## src/design/otme_pkg.sv

```systemverilog
// shared types and constants for the object table match engine
`timescale 1ns / 1ps

package otme_pkg;

    localparam int TABLE_DEPTH = 256;
    localparam int IDX_W       = (TABLE_DEPTH > 1) ? $clog2(TABLE_DEPTH) : 1;
    localparam int CNT_W       = $clog2(TABLE_DEPTH + 1);
    localparam int SLOT_W      = 8;
    localparam int CMP_W       = (CNT_W > SLOT_W) ? CNT_W : SLOT_W;
    localparam int GRP         = 16;
    localparam int NGRP        = (TABLE_DEPTH + GRP - 1) / GRP;

    localparam logic [7:0] CLASS_MASK_RST  = 8'd240;
    localparam logic [7:0] CLASS_VALUE_RST = 8'd16;

    typedef enum logic [2:0] {
        OP_CLEAR      = 3'd0,
        OP_ADD        = 3'd1,
        OP_REMOVE     = 3'd2,
        OP_FIND_POS   = 3'd3,
        OP_FIND_CLASS = 3'd4
    } t_opcode;

    typedef enum logic [1:0] {
        STS_OK        = 2'd0,
        STS_FULL      = 2'd1,
        STS_NOT_FOUND = 2'd2,
        STS_BAD_INDEX = 2'd3
    } t_status;

    typedef enum logic {
        CFG_CLASS_MASK  = 1'b0,
        CFG_CLASS_VALUE = 1'b1
    } t_cfg_reg;

    typedef enum logic [2:0] {
        ST_IDLE,
        ST_MATCH,
        ST_TREE,
        ST_LOAD,
        ST_OUT
    } t_state;

    typedef struct packed {
        logic [6:0] x;
        logic [6:0] y;
        logic [7:0] kind;
        logic [7:0] payload;
    } t_entry;

    typedef struct packed {
        logic              go;
        logic              do_clear;
        logic              do_add;
        logic              do_remove;
        logic              do_pos;
        logic              do_cls;
        t_entry            item;
        logic [7:0]        mask;
        logic [7:0]        value;
        logic [CNT_W-1:0]  count;
        logic [SLOT_W-1:0] slot;
    } t_cell_cmd;

    typedef struct packed {
        logic             hit;
        logic [IDX_W-1:0] idx;
        t_entry           ent;
    } t_hit;

endpackage

```

## src/design/otme_cell.sv

```systemverilog
// one table cell: stored entry, valid flag, local match and shift from its upper neighbor
`timescale 1ns / 1ps

module otme_cell (
    input  logic                     i_clk,
    input  logic                     i_rst_n,
    input  otme_pkg::t_cell_cmd      i_cmd,
    input  logic [otme_pkg::IDX_W-1:0] i_index,
    input  otme_pkg::t_entry         i_next,
    output otme_pkg::t_entry         o_entry,
    output logic                     o_match
);
    import otme_pkg::*;

    logic             r_valid;
    logic             n_valid;
    logic             r_match;
    logic             n_match;
    t_entry           r_entry;
    t_entry           n_entry;
    logic [CMP_W-1:0] w_idx;
    logic [CMP_W-1:0] w_idx_p1;
    logic [CMP_W-1:0] w_slot;
    logic [CMP_W-1:0] w_cnt;

    assign w_idx    = CMP_W'(i_index);
    assign w_idx_p1 = w_idx + CMP_W'(1);
    assign w_slot   = CMP_W'(i_cmd.slot);
    assign w_cnt    = CMP_W'(i_cmd.count);

    always_comb begin
        n_valid = r_valid;
        n_entry = r_entry;
        n_match = r_match;
        if (i_cmd.go) begin
            n_match = 1'b0;
        end
        if (i_cmd.do_clear) begin
            n_valid = 1'b0;
        end
        if (i_cmd.do_add && (w_idx == w_cnt)) begin
            n_entry = i_cmd.item;
            n_valid = 1'b1;
        end
        if (i_cmd.do_remove) begin
            if ((w_idx >= w_slot) && (w_idx_p1 < w_cnt)) begin
                n_entry = i_next;
            end
            if (w_idx_p1 == w_cnt) begin
                n_valid = 1'b0;
            end
        end
        if (i_cmd.do_pos) begin
            n_match = r_valid && (r_entry.x == i_cmd.item.x)
                      && (r_entry.y == i_cmd.item.y);
        end
        if (i_cmd.do_cls) begin
            n_match = r_valid && ((r_entry.kind & i_cmd.mask) == i_cmd.value)
                      && (r_entry.payload == i_cmd.item.payload);
        end
    end

    always_ff @(posedge i_clk) begin
        if (!i_rst_n) begin
            r_valid <= 1'b0;
            r_match <= 1'b0;
        end else begin
            r_valid <= n_valid;
            r_match <= n_match;
        end
    end

    always_ff @(posedge i_clk) begin
        r_entry <= n_entry;
    end

    assign o_entry = r_entry;
    assign o_match = r_match;

endmodule

```

## config.mk

```make
export PLATFORM = sky130hd
export DESIGN_NAME = otme_cell
export DESIGN_NICKNAME = d
export VERILOG_FILES = /design/src/design/otme_pkg.sv /design/src/design/otme_cell.sv
export SDC_FILE = /design/constraint.sdc
export NUM_CORES = 1
export LEC_CHECK = 0
export BUFFER_PORTS_ARGS = -buffer_cell sky130_fd_sc_hd__buf_2
export CELL_PAD_IN_SITES_DETAIL_PLACEMENT = 2
export CELL_PAD_IN_SITES_GLOBAL_PLACEMENT = 2
export CORE_ASPECT_RATIO = 0.5
export CORE_MARGIN = 2
export CORE_UTILIZATION = 23
export CTS_CLUSTER_SIZE = 8
export DETAILED_ROUTE_END_ITERATION = 10
export GPL_ROUTABILITY_DRIVEN = 0
export PLACE_DENSITY_LB_ADDON = 0.1
export SLEW_MARGIN = 5
export SYNTH_ARGS = -nofsm -noshare
export SYNTH_HDL_FRONTEND = slang
export SYNTH_SLANG_ARGS = --single-unit
```

## constraint.sdc

```tcl
create_clock -name i_clk -period 2.2 [get_ports i_clk]
set_input_delay 0.22 -clock i_clk [delete_from_list [all_inputs] [get_ports i_clk]]
set_output_delay 0.22 -clock i_clk [all_outputs]
set_load 0.01 [all_outputs]
```

* After elaboration in Yosys (flattened, before gate mapping)
Index checks and enable logic that the tools add are counted.
** Word-level totals
- Register bits after elaboration :: 32
- Output and inout bits :: 31
** Operators by class
- $add $sub $neg :: 1
- Order comparisons :: 2
- Equal/unequal tests :: 6
- Muxes and demuxes :: 10
- Bitwise logic cells :: 1
- Reductions and logical operators :: 7
** Operator list (number)
- $mux 30 :: 3
- $eq 8x8->1 :: 2
- $eq 7x7->1 :: 2
- $add 8x1->9 const B :: 1
- $eq 8x9->1 :: 1
- $eq 9x9->1 :: 1
- $lt 9x9->1 :: 1
- $and 8x8->8 :: 1
- $ge 8x8->1 :: 1
- $mux 1 :: 7
- $logic_and 1x1->1 :: 6
- $reduce_bool 3->1 :: 1

* Longest topological paths before layout
Gate-level depths: netlist of run 1.
- Word-level depth :: 5
- Mapped depth :: 11

* Worst setup path before layout of run 1
OpenSTA, ideal clock, no wires.
- Path kind :: input to register
- Start :: input i_index[0] (netlist name)
- End :: register r_entry, in the netlist o_entry[0]
- Library setup time :: 0.121 ns
- Arrival :: 2.280 ns
- Setup slack :: -0.201 ns
- Stages :: 10
- Buffers on the path :: 1
- Cell sequence :: ha_1 nand3_1 nor2_1 xor2_1 ha_1 a22o_1 o41ai_2 o311ai_4 buf_6 mux2_4
** RTL lines
- start, declared :: RTL line otme_cell.sv:8 : input logic [otme_pkg::IDX_W-1:0] i_index,
- end signal, assigned :: RTL line otme_cell.sv:74 : r_entry <= n_entry;
- end, declared :: RTL line otme_cell.sv:19 : t_entry r_entry;

==> flow_summary.json, run 1 <==
{
  "clockRootBuffer": "clkbuf_16",
  "violations": "negative setup slack",
  "syn_nets": 366,
  "syn_area_um2": 2570,
  "clock_path_buffers": 2,
  "clk_pin_slew_ns": 0.06,
  "slew_headroom": 0.6509,
  "die-area_um2": 12090,
  "utilization": 0.3521,
  "p_leak_nw": 1.886,
  "die_y_um": 78.75,
  "maxCapViolations": 0,
  "synth-async-reset-ratio": 0,
  "cts_tree": "built",
  "place_ws_ns": -0.4534,
  "dp.cells": 534,
  "rsz0062_at_grt": "yes",
  "postCtsHoldBufs": 0,
  "num_rows": 27,
  "coreArea_um2": 10950,
  "antenna_found_initial": 0,
  "numCtsBuffers": 5,
  "synth-seq-area-share": 0.2493,
  "vias": 2361,
  "switchingPower_mw": 0.8727,
  "reg2reg_depth": 5,
  "htree_levels": 2,
  "synthDistinctLibCells": 32,
  "synth-edff-count": 0,
  "critPathLaunch": "i_index[1]",
  "stdcell_count": 546,
  "dpl.hpwl_um": 6940,
  "viasPerCell": 4.324,
  "grt_pass1_wl_um": 12840,
  "tightest_slew_ns": 0.5224,
  "nNetsFinal": 528,
  "clk_latency_ns": 0.27,
  "first_iter_violations": 34,
  "holdCritPathClass": "input port to flop",
  "setup-violations-final": 30,
  "seqPwrFrac": 0.319,
  "status": "finished with violations",
  "io_pins": 140,
  "grt_max_degree": 32,
  "layout_setup_ws_ns": -0.05055,
  "ff2ff_setup_slack_ns": 0.85,
  "track_usage": 0.1324,
  "drt-pass1-iter-count": 4,
  "yosysWarningCount": 0,
  "ys.flop_type": "dfxtp_1",
  "criticalPathCategory": "input port to flop",
  "cp.required_ns": 2.36,
  "arrival_ns": 2.41,
  "start_kind": "input port",
  "highest_layer": "met4",
  "fmax_ghz": 0.4443,
  "irDropWorstVdd_mv": 0.2977,
  "grt_pass1_vias": 2614,
  "p_int_mw": 1.930,
  "power.density_nw_per_um2": 727.2,
  "met2WireLength_um": 4355,
  "fin_crit_ns": 2.251,
  "drc": 0,
  "syn2layout_area_growth_pct": 49.95,
  "syn_inst": 239,
  "wl_met1_um": 3638,
  "post_drt_wl_per_cell_um": 15.51,
  "grt-ovfl-total": 0,
  "postRouteAntennaNets": 0,
  "drt-total-wl_um": 8467,
  "initial_utilization": 0.2348,
  "clock_skew_ns": 0.005004,
  "numPortBuffers": 139,
  "dpl_cell_area_um2": 3563,
  "cp-end-kind": "flop",
  "mostFrequentLayoutCells": "buf_2 (137), xnor2_1 (35), dfxtp_1 (32)",
  "p_clk_frac": 0.235,
  "reg2reg_to": "o_match$_SDFFE_PN0P_",
  "p_sw_frac": 0.3114,
  "diodes": 0,
  "hold_violations": 0,
  "fp.dieW_um": 153.5,
  "final_max_slew_viol_count": 0,
  "power_frac_comb": 0.446,
  "setup.worst_path.end": "o_entry[0]$_DFF_P_",
  "timing.final.crit_share": 1.023,
  "worstReg2RegStart": "o_entry[15]$_DFF_P_",
  "crit_fanout": 8,
  "ys_ff_latch": 32,
  "drive_gt1_frac": 0.6035,
  "routed-wl-met3_um": 415,
  "layout_commonest_cell": "buf_2",
  "syn_avg_cell_area_um2": 10.75,
  "final_cell_area_um2": 3854,
  "clock_sinks": 32
}
-- timing repair --
action,in CTS,in global routing
gates cloned,0,3
setup endpoints to repair,30,30
pin swaps,0,8
resized for setup,9,10
buffers inserted,0,2
-- how the worst min path moves through the flow --
| stage | startpoint | to | cells after the start |
|---|---|---|---|
| 6_report | i_next[5] | o_entry[5]$_DFF_P_ | 2 |
| 5_1_grt | i_next[7] | o_entry[7]$_DFF_P_ | 2 |
| 4_1_cts | i_next[7] | o_entry[7]$_DFF_P_ | 2 |
| 3_5_place_dp | i_next[7] | o_entry[7]$_DFF_P_ | 2 |
| 3_3_place_gp | i_next[9] | o_entry[9]$_DFF_P_ | 2 |
| 2_1_floorplan | i_rst_n | r_valid$_SDFF_PN0_ | 2 |
-- Yosys cell counts, types with 2 or more instances --
| master | count | area share |
|---|---|---|
| clkbuf_4 | 3 | 0.0088 |
| dfxtp_1 | 32 | 0.25 |
| xor2_1 | 7 | 0.024 |
| nand4_1 | 13 | 0.032 |
| mux2_4 | 30 | 0.18 |
| buf_6 | 3 | 0.013 |
| a21oi_1 | 5 | 0.0097 |
| inv_1 | 20 | 0.029 |
| o21ai_0 | 3 | 0.0058 |
| nand2_1 | 11 | 0.016 |
| ha_1 | 18 | 0.088 |
| nor3_1 | 2 | 0.0039 |
| mux2_2 | 30 | 0.13 |
| nor4_1 | 2 | 0.0049 |
| nand3_1 | 4 | 0.0078 |
| xnor2_1 | 36 | 0.12 |
| nor2_1 | 5 | 0.0073 |
-- metal layers --
layer  vias to the layer above  track usage
li1                       1172            -
met1                      1117       0.1537
met2                        67       0.2556
met3                         5      0.02511
met4                         0      0.02752
met5                         -            0
-- logic make-up (layout without fill, tap and decap cells) --
family          Yosys count  after routing  synth area share
fa+ha+maj                18             18           0.08764
xor+xnor                 43             43            0.1465
flops                    32             32            0.2493
simple gates             44             44            0.1008
mux                      60             60            0.3067
buf+inv                  26            188           0.05112
compound gates           16             16           0.05794
-- per-stage QoR --
step	hold slack (ns)	setup TNS, ns	total power, mW
global placement	0.4468	-11.62	2.082
detailed placement	0.4508	-13.43	2.134
global route	0.1612	-3.196	2.997
floorplan	0.3524	-4.013	1.673
finish	0.1717	-0.8497	2.802
CTS	0.1636	-1.791	2.824
-- power groups by stage --
stage	clock [mW]	combinational, mW	sequential (mW)
global route	0.712	1.36	0.929
CTS	0.685	1.24	0.900
detailed placement	0	1.22	0.911
finish	0.658	1.25	0.894
global placement	0	1.18	0.901
floorplan	0	0.694	0.979
-- layout make-up --
| cell class | instances | area [um2] |
|---|---|---|
| Timing Repair Buffer | 161 | 948.4 |
| Tap cell | 145 | 181.4 |
| Clock inverter | 1 | 5.005 |
| Clock buffer | 6 | 128.9 |
| Multi-Input combinational cell | 181 | 1874 |
| Inverter | 20 | 75.07 |
| Fill cell | 1226 | 7092 |
| Sequential cell | 32 | 640.6 |
-- state kept, by name (all words and copies together) (netlist names) --
name     flops
o_entry     30
o_match      1
r_valid      1
-- worst max-delay path, stage by stage --
cell,delay [ns]
buf_8,0.08
buf_6,0.10
and4_4,0.25
nand2_4,0.06
xnor2_2,0.13
ha_2,0.19
a22o_1,0.26
o41ai_4,0.34
o311ai_4,0.24
clkbuf_16,0.24
mux2_4,0.30
Note: power is estimated with default switching activity, not from simulation.
==> run 2: changes to the inputs <==
--- a/config.mk
+++ b/config.mk
@@ -6,11 +6,11 @@
 export NUM_CORES = 1
 export LEC_CHECK = 0
 export BUFFER_PORTS_ARGS = -buffer_cell sky130_fd_sc_hd__buf_2
-export CELL_PAD_IN_SITES_DETAIL_PLACEMENT = 2
-export CELL_PAD_IN_SITES_GLOBAL_PLACEMENT = 2
+export CELL_PAD_IN_SITES_DETAIL_PLACEMENT = 0
+export CELL_PAD_IN_SITES_GLOBAL_PLACEMENT = 1
 export CORE_ASPECT_RATIO = 0.5
 export CORE_MARGIN = 2
-export CORE_UTILIZATION = 23
+export CORE_UTILIZATION = 30
 export CTS_CLUSTER_SIZE = 8
 export DETAILED_ROUTE_END_ITERATION = 10
 export GPL_ROUTABILITY_DRIVEN = 0
==> flow_summary.json, run 2 (synthesized netlist as in run 1, its figures left out) <==
{
  "seqPwrFrac": 0.312,
  "crit_family": "compound AO/OA/AOI/OAI gates",
  "path_buf_inv": 2,
  "dpl.hpwl_um": 5609,
  "power.density_nw_per_um2": 765.2,
  "initial_utilization": 0.3156,
  "crit_slowest_cell": "o41ai_4",
  "antenna_found_initial": 0,
  "status": "finished with violations",
  "largest_reg_flops": 30,
  "final_cell_area_um2": 3737,
  "track_usage": 0.1397,
  "p_sw_frac": 0.2910,
  "clock_sinks": 32,
  "drt-total-wl_um": 6696,
  "hold_slack_ns": 0.1705,
  "vias": 2271,
  "p_clk_frac": 0.270,
  "cts_tree": "built",
  "diodes": 0,
  "drt-pass1-iter-count": 4,
  "setup-violations-final": 30,
  "numPortBuffers": 139,
  "drive_gt1_frac": 0.5829,
  "grt-ovfl-total": 0,
  "cts_setup_buffers": 0,
  "die-area_um2": 9368,
  "fin_crit_ns": 2.258,
  "htree_levels": 2,
  "tightest_slew_ns": 0.4045,
  "slew_headroom": 0.7283,
  "rsz0062_at_grt": "yes",
  "io_pins": 140,
  "holdCritPathClass": "input port to flop",
  "arrival_ns": 2.41,
  "crit_chain": "buf_8 -> ha_4 -> nand3_4 -> nor2_4 -> xor2_1 -> ha_1 -> a22o_1 -> o41ai_4 -> o311ai_4 -> buf_12 -> mux2_4",
  "die_y_um": 69.45,
  "hold_violations": 0,
  "mostFrequentLayoutCells": "buf_2 (137), xnor2_1 (36), dfxtp_1 (32)",
  "max_stage_delay_ns": 0.37,
  "grt_pass1_vias": 2317,
  "clock_path_buffers": 2,
  "first_iter_violations": 37,
  "clockRootBuffer": "clkbuf_16",
  "power_frac_comb": 0.417,
  "dp.cells": 502,
  "cp.required_ns": 2.36,
  "numCtsBuffers": 5,
  "start_kind": "input port",
  "violations": "negative setup slack",
  "timing.final.crit_share": 1.026,
  "coreArea_um2": 8144,
  "cp-end-kind": "flop",
  "maxCapViolations": 0,
  "switchingPower_mw": 0.8322,
  "setup-tns-final_ns": -1.592,
  "finalPower_mw": 2.860,
  "dpl_cell_area_um2": 3530,
  "clock_skew_ns": 0.003520,
  "num_rows": 23,
  "stdcell_count": 510,
  "clk_latency_ns": 0.27,
  "utilization": 0.4589,
  "grt_max_degree": 32,
  "p_int_mw": 2.028,
  "nNetsFinal": 524,
  "syn2layout_area_growth_pct": 45.42,
  "drc": 0,
  "final_max_slew_viol_count": 0,
  "viasPerCell": 4.453,
  "post_drt_wl_per_cell_um": 13.13,
  "fp.dieW_um": 134.9,
  "layout_commonest_cell": "buf_2",
  "layout_setup_ws_ns": -0.05759,
  "postCtsHoldBufs": 0,
  "postRouteAntennaNets": 0,
  "p_leak_nw": 1.847,
  "criticalPathCategory": "input port to flop",
  "irDropWorstVdd_mv": 0.3568,
  "crit_fanout": 30,
  "place_ws_ns": -0.4572,
  "grt_pass1_wl_um": 10440,
  "fmax_ghz": 0.4430,
  "clk_pin_slew_ns": 0.05
}
[run 2: cell count changes in the layout (fill, tap and decap cells not counted), sizes merged]
cell | before | now
buf | 159 | 157
clkbuf | 8 | 6
bufinv | 0 | 1
[run 2: power by group through the flow]
stage	Combinational [mW]	Clock, mW	Sequential [mW]
finish	1.19	0.773	0.893
global route	1.30	0.822	0.922
CTS	1.21	0.798	0.895
detailed placement	1.19	0	0.906
global placement	1.17	0	0.896
floorplan	0.694	0	0.979
[run 2: path summary, 6_finish.rpt]
check                            start              endpoint  slack (ns)  depth (start not counted)
setup reg to reg   o_entry[15]$_DFF_P_  o_match$_SDFFE_PN0P_        0.92                          5
hold / removal              i_next[12]   o_entry[12]$_DFF_P_        0.17                          2
hold reg to reg   o_match$_SDFFE_PN0P_  o_match$_SDFFE_PN0P_        0.47                          2
setup / recovery            i_index[0]    o_entry[9]$_DFF_P_       -0.06                         11
[run 2: layout make-up]
cell class                 count  area (um2)
tap                          112       140.1
clock inverter                 2       35.03
clock buffer                   6       128.9
fill                         804        4407
multi-input combinational    181        1842
sequential                    32       640.6
timing repair buffer         157       875.8
inverter                      20       75.07
[run 2: timing repair]
item	4_1_cts	5_1_grt
resized for setup	6	2
endpoints found under the setup margin	30	30
pin swaps	0	0
[run 2: metal layers]
layer | global-route usage | wire length, um | vias to the layer above
met5 | 0 | 0 | -
met4 | 0.03041 | 27 | 0
met3 | 0.03363 | 440 | 2
met2 | 0.2510 | 3298 | 71
met1 | 0.1690 | 2929 | 1026
li1 | - | - | 1172
